<file path="src/rtl/ptt_pkg.sv">
// Shared types and codes for the periodic task table.
// No dependencies; every other file imports this package.
`default_nettype none

package ptt_pkg;

    localparam logic [1:0] ACT_START = 2'd0;
    localparam logic [1:0] ACT_STOP  = 2'd1;
    localparam logic [1:0] ACT_RUN   = 2'd2;

    localparam logic [1:0] STAT_DONE    = 2'd0;
    localparam logic [1:0] STAT_FULL    = 2'd1;
    localparam logic [1:0] STAT_IGNORED = 2'd2;

    typedef struct packed {
        logic [1:0]  action;
        logic [15:0] period;
        logic [7:0]  task_id;
        logic [31:0] now;
    } req_word_t;

    typedef struct packed {
        logic [3:0] task_index;
        logic       fired;
        logic [1:0] status;
        logic       last;
    } rsp_word_t;

    typedef struct packed {
        logic accept;
        logic issue;
        logic finish;
    } ptt_cmd_t;

    typedef struct packed {
        logic out_free;
        logic all_issued;
        logic chk_busy;
        logic stall;
    } ptt_stat_t;

endpackage

`default_nettype wire

</file>
<file path="src/rtl/ptt_req_if.sv">
// Request channel carrying one input word with a valid/ready handshake.
// Depends on ptt_pkg for the word type.
`default_nettype none

interface ptt_req_if;
    import ptt_pkg::*;

    logic      valid;
    logic      ready;
    req_word_t data;

    modport source (output valid, output data, input ready);
    modport sink (input valid, input data, output ready);
endinterface

`default_nettype wire

</file>
<file path="src/rtl/ptt_rsp_if.sv">
// Response channel carrying one result word with a valid/ready handshake.
// Depends on ptt_pkg for the word type.
`default_nettype none

interface ptt_rsp_if;
    import ptt_pkg::*;

    logic      valid;
    logic      ready;
    rsp_word_t data;

    modport source (output valid, output data, input ready);
    modport sink (input valid, input data, output ready);
endinterface

`default_nettype wire

</file>
<file path="src/rtl/ptt_ctrl.sv">
// Sequencing state machine of the periodic task table.
// Depends on ptt_pkg; drives the datapath through command and status structs.
`default_nettype none

module ptt_ctrl
(
    input  wire logic               clk,
    input  wire logic               rst_n,
    input  wire logic               req_valid,
    input  wire logic [1:0]         req_action,
    input  wire ptt_pkg::ptt_stat_t st,
    output ptt_pkg::ptt_cmd_t       cmd,
    output logic                    req_ready
);
    import ptt_pkg::*;

    localparam logic [1:0] S_IDLE   = 2'd0;
    localparam logic [1:0] S_SCAN   = 2'd1;
    localparam logic [1:0] S_FINISH = 2'd2;

    logic [1:0] state_reg;
    logic [1:0] state_next;

    always_comb
    begin
        state_next = state_reg;
        cmd        = '0;
        req_ready  = 1'b0;
        case (state_reg)
            S_IDLE:
            begin
                req_ready  = st.out_free;
                cmd.accept = req_valid && st.out_free;
                if (cmd.accept && (req_action == ACT_RUN))
                begin
                    state_next = S_SCAN;
                end
            end
            S_SCAN:
            begin
                cmd.issue = !st.stall && !st.all_issued;
                if (st.all_issued && !st.chk_busy)
                begin
                    state_next = S_FINISH;
                end
            end
            S_FINISH:
            begin
                cmd.finish = st.out_free;
                if (st.out_free)
                begin
                    state_next = S_IDLE;
                end
            end
            default:
            begin
                state_next = S_IDLE;
            end
        endcase
    end

    always_ff @(posedge clk or negedge rst_n)
    begin
        if (!rst_n)
        begin
            state_reg <= S_IDLE;
        end
        else
        begin
            state_reg <= state_next;
        end
    end

    a_one_command: assert property (@(posedge clk) disable iff (!rst_n)
        $onehot0({cmd.accept, cmd.issue, cmd.finish}))
        else $error("More than one datapath command in a cycle.");

    a_finish_drained: assert property (@(posedge clk) disable iff (!rst_n)
        (state_reg == S_FINISH) |-> (st.all_issued && !st.chk_busy))
        else $error("Scan finished with entries still in flight.");

    a_scan_after_run: assert property (@(posedge clk) disable iff (!rst_n)
        (cmd.accept && req_action == ACT_RUN) |=> (state_reg == S_SCAN))
        else $error("Run word did not start a scan.");

endmodule

`default_nettype wire

</file>
<file path="src/rtl/ptt_dp.sv">
// Datapath of the periodic task table: task memories, valid bits, scan
// check stage, pending result and output register. Depends on ptt_pkg.
`default_nettype none

module ptt_dp
#(
    parameter int MAX_TASKS = 16
)
(
    input  wire logic               clk,
    input  wire logic               rst_n,
    input  wire ptt_pkg::ptt_cmd_t  cmd,
    output ptt_pkg::ptt_stat_t      st,
    input  wire ptt_pkg::req_word_t req_data,
    input  wire logic               rsp_ready,
    output logic                    rsp_valid,
    output ptt_pkg::rsp_word_t      rsp_data
);
    import ptt_pkg::*;

    localparam int IDX_W = (MAX_TASKS > 1) ? $clog2(MAX_TASKS) : 1;
    localparam int CNT_W = $clog2(MAX_TASKS + 1);
    localparam int CMP_W = (CNT_W > 8) ? CNT_W : 8;

    function automatic logic [3:0] low4(input logic [IDX_W-1:0] v);
        logic [IDX_W+3:0] w;
        w = {4'b0000, v};
        return w[3:0];
    endfunction

    logic [15:0] period_mem [MAX_TASKS];
    logic [31:0] last_mem [MAX_TASKS];

    logic [CNT_W-1:0]     task_count_reg, task_count_next;
    logic [MAX_TASKS-1:0] valid_reg, valid_next;
    logic [CNT_W-1:0]     scan_addr_reg, scan_addr_next;
    logic                 chk_valid_reg, chk_valid_next;
    logic                 pend_full_reg, pend_full_next;
    logic                 out_valid_reg, out_valid_next;
    logic [IDX_W-1:0]     chk_addr_reg;
    logic [IDX_W-1:0]     pend_idx_reg;
    logic [15:0]          period_rd_reg;
    logic [31:0]          last_rd_reg;
    logic [31:0]          now_reg;
    rsp_word_t            out_data_reg, out_data_next;

    logic             out_free;
    logic             hit;
    logic             stall;
    logic             take;
    logic             out_load;
    logic             can_start;
    logic             stop_ok;
    logic             start_wr;
    logic [IDX_W-1:0] slot;
    logic [IDX_W-1:0] id_idx;
    logic [IDX_W-1:0] scan_idx;
    logic [31:0]      due;

    assign out_free  = !out_valid_reg || rsp_ready;
    assign slot      = task_count_reg[IDX_W-1:0];
    assign id_idx    = req_data.task_id[IDX_W-1:0];
    assign scan_idx  = scan_addr_reg[IDX_W-1:0];
    assign can_start = task_count_reg < CNT_W'(MAX_TASKS);
    assign stop_ok   = (CMP_W'(req_data.task_id) < CMP_W'(task_count_reg)) && valid_reg[id_idx];
    assign start_wr  = cmd.accept && (req_data.action == ACT_START) && can_start;
    assign due       = {16'h0000, period_rd_reg} + last_rd_reg;
    assign hit       = chk_valid_reg && (due <= now_reg);
    assign stall     = hit && pend_full_reg && !out_free;
    assign take      = hit && !stall;

    assign st.out_free   = out_free;
    assign st.all_issued = (scan_addr_reg == task_count_reg);
    assign st.chk_busy   = chk_valid_reg;
    assign st.stall      = stall;

    always_comb
    begin
        task_count_next = task_count_reg;
        valid_next      = valid_reg;
        scan_addr_next  = scan_addr_reg;
        chk_valid_next  = chk_valid_reg;
        pend_full_next  = pend_full_reg;
        out_load        = 1'b0;
        out_data_next   = out_data_reg;

        if (cmd.accept)
        begin
            out_load      = 1'b1;
            out_data_next = '{task_index: 4'h0, fired: 1'b0, status: STAT_DONE, last: 1'b1};
            case (req_data.action)
                ACT_START:
                begin
                    if (can_start)
                    begin
                        valid_next[slot]         = 1'b1;
                        task_count_next          = task_count_reg + 1'b1;
                        out_data_next.task_index = low4(slot);
                    end
                    else
                    begin
                        out_data_next.status = STAT_FULL;
                    end
                end
                ACT_STOP:
                begin
                    if (stop_ok)
                    begin
                        valid_next[id_idx] = 1'b0;
                    end
                    else
                    begin
                        out_data_next.status = STAT_IGNORED;
                    end
                end
                ACT_RUN:
                begin
                    out_load       = 1'b0;
                    scan_addr_next = '0;
                    pend_full_next = 1'b0;
                end
                default:
                begin
                    out_load = 1'b1;
                end
            endcase
        end

        if (!stall)
        begin
            chk_valid_next = cmd.issue && valid_reg[scan_idx];
        end
        if (cmd.issue)
        begin
            scan_addr_next = scan_addr_reg + 1'b1;
        end

        if (take)
        begin
            pend_full_next = 1'b1;
            if (pend_full_reg)
            begin
                out_load      = 1'b1;
                out_data_next = '{task_index: low4(pend_idx_reg), fired: 1'b1,
                                  status: STAT_DONE, last: 1'b0};
            end
        end

        if (cmd.finish)
        begin
            out_load       = 1'b1;
            pend_full_next = 1'b0;
            out_data_next  = '{task_index: pend_full_reg ? low4(pend_idx_reg) : 4'h0,
                               fired: pend_full_reg, status: STAT_DONE, last: 1'b1};
        end

        if (out_load)
        begin
            out_valid_next = 1'b1;
        end
        else if (rsp_ready)
        begin
            out_valid_next = 1'b0;
        end
        else
        begin
            out_valid_next = out_valid_reg;
        end
    end

    always_ff @(posedge clk or negedge rst_n)
    begin
        if (!rst_n)
        begin
            task_count_reg <= '0;
            valid_reg      <= '0;
            scan_addr_reg  <= '0;
            chk_valid_reg  <= 1'b0;
            pend_full_reg  <= 1'b0;
            out_valid_reg  <= 1'b0;
        end
        else
        begin
            task_count_reg <= task_count_next;
            valid_reg      <= valid_next;
            scan_addr_reg  <= scan_addr_next;
            chk_valid_reg  <= chk_valid_next;
            pend_full_reg  <= pend_full_next;
            out_valid_reg  <= out_valid_next;
        end
    end

    always_ff @(posedge clk)
    begin
        out_data_reg <= out_data_next;
        if (cmd.accept && (req_data.action == ACT_RUN))
        begin
            now_reg <= req_data.now;
        end
        if (take)
        begin
            pend_idx_reg <= chk_addr_reg;
        end
        if (cmd.issue)
        begin
            chk_addr_reg <= scan_idx;
        end
    end

    // Task memories: one write port shared by start and due updates, one
    // registered read port driven by the scan address.
    always_ff @(posedge clk)
    begin
        if (start_wr)
        begin
            period_mem[slot] <= req_data.period;
        end
        if (start_wr)
        begin
            last_mem[slot] <= 32'h0000_0000;
        end
        else if (take)
        begin
            last_mem[chk_addr_reg] <= now_reg;
        end
        if (cmd.issue)
        begin
            period_rd_reg <= period_mem[scan_idx];
            last_rd_reg   <= last_mem[scan_idx];
        end
    end

    assign rsp_valid = out_valid_reg;
    assign rsp_data  = out_data_reg;

    a_count_bound: assert property (@(posedge clk) disable iff (!rst_n)
        task_count_reg <= CNT_W'(MAX_TASKS))
        else $error("Task count beyond table size.");

    a_stall_cause: assert property (@(posedge clk) disable iff (!rst_n)
        stall |-> (pend_full_reg && out_valid_reg && !rsp_ready))
        else $error("Scan stalled without a blocked result.");

    a_chk_in_range: assert property (@(posedge clk) disable iff (!rst_n)
        chk_valid_reg |-> (CNT_W'(chk_addr_reg) < task_count_reg))
        else $error("Checked entry lies beyond the task count.");

    a_hold_word: assert property (@(posedge clk) disable iff (!rst_n)
        (out_valid_reg && !rsp_ready) |=> (out_valid_reg && $stable(out_data_reg)))
        else $error("Waiting result word was overwritten.");

endmodule

`default_nettype wire

</file>
<file path="src/rtl/periodic_task_table.sv">
// Periodic task table: start, stop and run words, one result word per start,
// stop or unused action, one per due task (or one if none is due) on a run.
// Start and stop results appear in the cycle after acceptance. A run
// scans every slot below the task count, stopped ones too, one per cycle
// from the task memories, then releases the final result; it slows only
// while the output is held. Outside a run, the next word is accepted once
// the output is free. Reset clears valid bits and task count, not memories.
`default_nettype none

module periodic_task_table
#(
    parameter int MAX_TASKS = 16
)
(
    input  wire logic  clk,
    input  wire logic  rst_n,
    ptt_req_if.sink    req,
    ptt_rsp_if.source  rsp
);
    import ptt_pkg::*;

    ptt_cmd_t  cmd;
    ptt_stat_t st;
    logic      req_ready;
    logic      rsp_valid;
    rsp_word_t rsp_data;

    ptt_ctrl u_ctrl
    (
        .clk        (clk),
        .rst_n      (rst_n),
        .req_valid  (req.valid),
        .req_action (req.data.action),
        .st         (st),
        .cmd        (cmd),
        .req_ready  (req_ready)
    );

    ptt_dp #(
        .MAX_TASKS (MAX_TASKS)
    ) u_dp
    (
        .clk       (clk),
        .rst_n     (rst_n),
        .cmd       (cmd),
        .st        (st),
        .req_data  (req.data),
        .rsp_ready (rsp.ready),
        .rsp_valid (rsp_valid),
        .rsp_data  (rsp_data)
    );

    assign req.ready = req_ready;
    assign rsp.valid = rsp_valid;
    assign rsp.data  = rsp_data;

endmodule

`default_nettype wire
</file>
<file path="src/flat_wrapper.sv">
// flat-port wrapper written by rule: the top's interface ports become plain ports
module periodic_task_table_flat import ptt_pkg::*;
#(
    parameter int MAX_TASKS = 16
)
  (clk, rst_n, req_valid, req_data, req_ready, rsp_valid, rsp_data, rsp_ready);
  ptt_req_if req_i ();
  ptt_rsp_if rsp_i ();
  input  wire logic clk;
  input  wire logic rst_n;
  input wire logic [$bits(req_i.valid)-1:0] req_valid;
  input wire logic [$bits(req_i.data)-1:0] req_data;
  output wire logic [$bits(req_i.ready)-1:0] req_ready;
  output wire logic [$bits(rsp_i.valid)-1:0] rsp_valid;
  output wire logic [$bits(rsp_i.data)-1:0] rsp_data;
  input wire logic [$bits(rsp_i.ready)-1:0] rsp_ready;
  assign req_i.valid = req_valid;
  assign req_i.data = req_data;
  assign req_ready = req_i.ready;
  assign rsp_valid = rsp_i.valid;
  assign rsp_data = rsp_i.data;
  assign rsp_i.ready = rsp_ready;
  periodic_task_table #(.MAX_TASKS(MAX_TASKS)) u_core (.clk(clk), .rst_n(rst_n), .req(req_i), .rsp(rsp_i));
endmodule
</file>
<file path="config.mk">
export PLATFORM = sky130hd
export DESIGN_NAME = periodic_task_table_flat
export DESIGN_NICKNAME = d
export VERILOG_FILES = /design/src/rtl/ptt_pkg.sv /design/src/rtl/ptt_req_if.sv /design/src/rtl/ptt_rsp_if.sv /design/src/rtl/ptt_ctrl.sv /design/src/rtl/ptt_dp.sv /design/src/rtl/periodic_task_table.sv /design/src/flat_wrapper.sv
export SDC_FILE = /design/constraint.sdc
export NUM_CORES = 1
export LEC_CHECK = 0
export BUFFER_PORTS_ARGS = -buffer_cell sky130_fd_sc_hd__buf_2
export CAP_MARGIN = 30
export CELL_PAD_IN_SITES_DETAIL_PLACEMENT = 1
export CELL_PAD_IN_SITES_GLOBAL_PLACEMENT = 1
export CORE_ASPECT_RATIO = 0.7
export CORE_MARGIN = 3
export CORE_UTILIZATION = 45
export DETAILED_ROUTE_END_ITERATION = 10
export HOLD_SLACK_MARGIN = 0.12
export PLACE_DENSITY = 0.81
export REMOVE_ABC_BUFFERS = 1
export SKIP_LAST_GASP = 1
export SYNTH_ARGS = -nofsm -noshare
export SYNTH_HDL_FRONTEND = slang
export SYNTH_SLANG_ARGS = --single-unit
</file>
<file path="constraint.sdc">
create_clock -name clk -period 6.8 [get_ports clk]
set_clock_uncertainty 0.2 [all_clocks]
set_input_delay 0.34 -clock clk [delete_from_list [all_inputs] [get_ports clk]]
set_output_delay 0.34 -clock clk [all_outputs]
set_load 0.02 [all_outputs]
</file>
==> qor.yml <==
floorplan:
  io_pins: 72
  fp.dieH_um: 243
  start_util_pct: 45.6
  placementRows: 86
  die_area_um2: 83600
  core_area_um2: 79000
  die_w_um: 344
routing:
  wl_met1_um: 37100
  top_layer: "met5"
  dr.pass1.iters: 5
  drt.antenna.violating_nets: 0
  viasPerCell: 6.10
  vias: 18700
  avgRoutedWirePerCell_um: 29.9
  route.met2.wl_um: 44300
  drt-total-wl_um: 91800
  drt_iter0_markers: 2392
  dr_wl_met3_um: 8500
  drc: 0
clocking:
  cts_tree: "built"
  clk_path_buf_depth: 3
  clkTransAtPathRegs_ns: 0.07
  cts_root_buffer: "clkbuf_16"
  cts.sinks: 895
  post_cts_buffers: 0
  cts_buffers: 85
  htreeDepth: 3
  clk_latency_ns: 0.66
yosys:
  synthArstFlopShare_pct: 3.46
  synth_ff_type: "edfxtp_1"
  ys_seq_area_share_pct: 73.9
  yosys.area.top_type: "edfxtp_1"
  yosysUniqueCellTypes: 65
  synth_edf_count: 856
  yosys-top-cells-count: "edfxtp_1 (856), mux4_2 (247), nor2_1 (74), ha_1 (57), inv_1 (56)"
  syn_inst: 1749
  syn_area_per_cell_um2: 20.6
  synth_seq_cells: 895
  synth_warnings: 0
  yosys-top-cells-area: "edfxtp_1 (71%), mux4_2 (15%), dfrtp_1 (2.2%), ha_1 (2.0%), nor2_1 (0.77%)"
  synth.top_cell.area_share_pct: 71.3
  netlist_area_um2: 36000
  post-synth-top-count-cell: "edfxtp_1"
cells_and_area:
  regMostFlops: "u_core.u_dp.last_mem"
  finalNonFillerCells: 3067
  largest_reg_flops: 512
  final_area_um2: 41400
  final_nets: 2067
  reg.largest.list: "u_core.u_dp.last_mem: 512 flops, u_core.u_dp.period_mem: 256 flops"
  area.growth.synth_to_final_pct: 14.8
  layout-drive-gt1-share_pct: 26.2
grt:
  grt_use_total_pct: 22.2
  grt-ovfl-total: 0
  grt_max_degree: 136
  grt_antenna_before_repair: 2
  grt_pass1_wl_um: 135000
  grt_pass1_vias: 19700
worst_hold_path:
  hold_start: "req_data[22]"
  worstHoldEndpoint: "u_core.u_dp.now_reg[22]"
  hold_depth: 2
  min_path_type: "input port to flop"
sta:
  fin_hold_ws_ns: 0.207
  fin_tns_setup_ns: 0
  fin_crit_ns: 6.65
  slew_violations: 0
  finalHoldViolations: 0
  fin_crit_sh_pct: 97.8
  maxSlewHeadroom_pct: 24.3
  rsz0062_at_grt: "yes"
  setup_viol: 0
  worst_pin_slew_ns: 1.13
  fmax_mhz: 150
critical_path:
  cp_max_fo: 30
  arrival_ns: 6.76
  crit_family: "compound AO/OA/AOI/OAI gates"
  crit_required_ns: 6.91
  startpoint: "u_core.u_dp.last_rd_reg[1]"
  path_class: "flop to flop"
  cp_slowest_stage_delay_ns: 0.82
  crit_path_top_delay_cell: "nor2_1"
  crit_chain: "ha_1 > a211oi_1 > nor4_1 > nor2_1 > a21oi_1 > o21bai_1 > a21boi_0 > xor2_1 > ha_1 > a21oi_1 > nor2_1 > a211oi_1 > o211ai_1 > o2bb2ai_2 > nand2_4 > buf_4 > nor2_1"
  r2r_end: "u_core.u_dp.last_mem[13][17]"
  cp.buffers_inverters: 1
  worst-r2r-cell-count: 17
  reg2reg_slack_ns: 0.15
  crit_top_cell: "nor2_1"
  reg2reg_from: "u_core.u_dp.last_rd_reg[1]"
  cp-start-kind: "flop"
  critPathCaptureType: "flop"
power_and_ir_drop:
  power.leakage_nw: 13.8
  powerDensity_nw_per_um2: 384
  ir_drop_v: 0.000406
outcome:
  run_status: "completed"
flow_run:
  max-cap-violations: 0
place:
  placed_area_um2: 38100
  placed_cells_incl_taps: 2850
  dp_hpwl_um: 52200
  place_congestion: 0.831
  numPortBuffers: 71
==> area by class of cell <==
| cell class | instances | area [µm²] |
|---|---|---|
| fill | 7066 | 37600 |
| multi-input combinational | 719 | 9040 |
| clock buffer | 99 | 2220 |
| sequential | 895 | 26700 |
| inverter | 56 | 210 |
| tap | 1056 | 1320 |
| clock inverter | 51 | 375 |
| timing repair buffer | 190 | 1550 |
| antenna | 1 | 2.50 |
==> how the worst max path moves through the flow <==
stage                                         endpoint  depth (start not counted)
after floorplan           u_core.u_dp.scan_addr_reg[0]                          6
after global placement    u_core.u_dp.last_mem[15][25]                         19
after detailed placement  u_core.u_dp.last_mem[15][17]                         17
after CTS                   u_core.u_dp.last_mem[6][4]                         17
after global routing        u_core.u_dp.last_mem[9][7]                         17
final                     u_core.u_dp.last_mem[13][17]                         17
==> kinds of logic after synthesis <==
logic type / share of synthesized area, %
buffers and inverters: 1.54
muxes: 15.8
adders and majority gates: 2.03
and+or+nand+nor: 3.05
AOI/OAI and AO/OA: 2.78
xor gates and xnor gates: 0.899
DFF: 73.9
==> timing repair <==
item / CTS / global route
hold buffers: 64 / 0
endpoints found under the hold margin: 344 / 0
resized for setup: 0 / 7
setup endpoints to repair: 0 / 226
==> worst register-to-register path: stages (launching register included) <==
cell and delay (ns):
edfxtp_1 0.43, ha_1 0.35, a211oi_1 0.38, nor4_1 0.12, nor2_1 0.28, a21oi_1 0.16, o21bai_1 0.46, a21boi_0 0.23
xor2_1 0.19, ha_1 0.34, a21oi_1 0.15, nor2_1 0.07, a211oi_1 0.27, o211ai_1 0.18, o2bb2ai_2 0.72, nand2_4 0.47
buf_4 0.45, nor2_1 0.85
==> per-stage QoR <==
step / worst slack (ns) / power [mW] / utilization (%)
after CTS: 0.271 / 16.0 / 52.3
final: 0.151 / 15.9 / 52.4
after detailed placement: 0.352 / 11.4 / 48.2
after floorplan: -3.60 / 10.6 / -
after global placement: 0.878 / 11.2 / 48.2
after global routing: -0.0845 / 16.6 / 52.4
==> layout by cell type (no fill, tap or decap), drive strengths merged, types with 19 or more instances in the layout <==
| master | n |
|---|---|
| edfxtp | 856 |
| o21ai | 22 |
| buf | 127 |
| nor2 | 74 |
| ha | 57 |
| a21oi | 39 |
| nand3 | 19 |
| clkinv | 40 |
| inv | 63 |
| and3 | 20 |
| dlygate4sd3 | 63 |
| nand2 | 45 |
| dfrtp | 31 |
| clkbuf | 99 |
| xnor2 | 23 |
| mux4 | 250 |
==> layer usage <==
layer	global-route usage [%]	up-vias
li1	-	7621
met1	31.9	9925
met2	34.8	1024
met3	4.60	128
met4	5.98	2
met5	0	-
==> report_power, final <==
part	leakage (nW)	switching [mW]	internal, mW
Clock	1.28	2.02	2.46
Combinational	4.09	2.42	2.12
Sequential	8.41	0.359	6.52
Total	13.8	4.80	11.1
No activity file was read; power rests on OpenSTA's default activity.
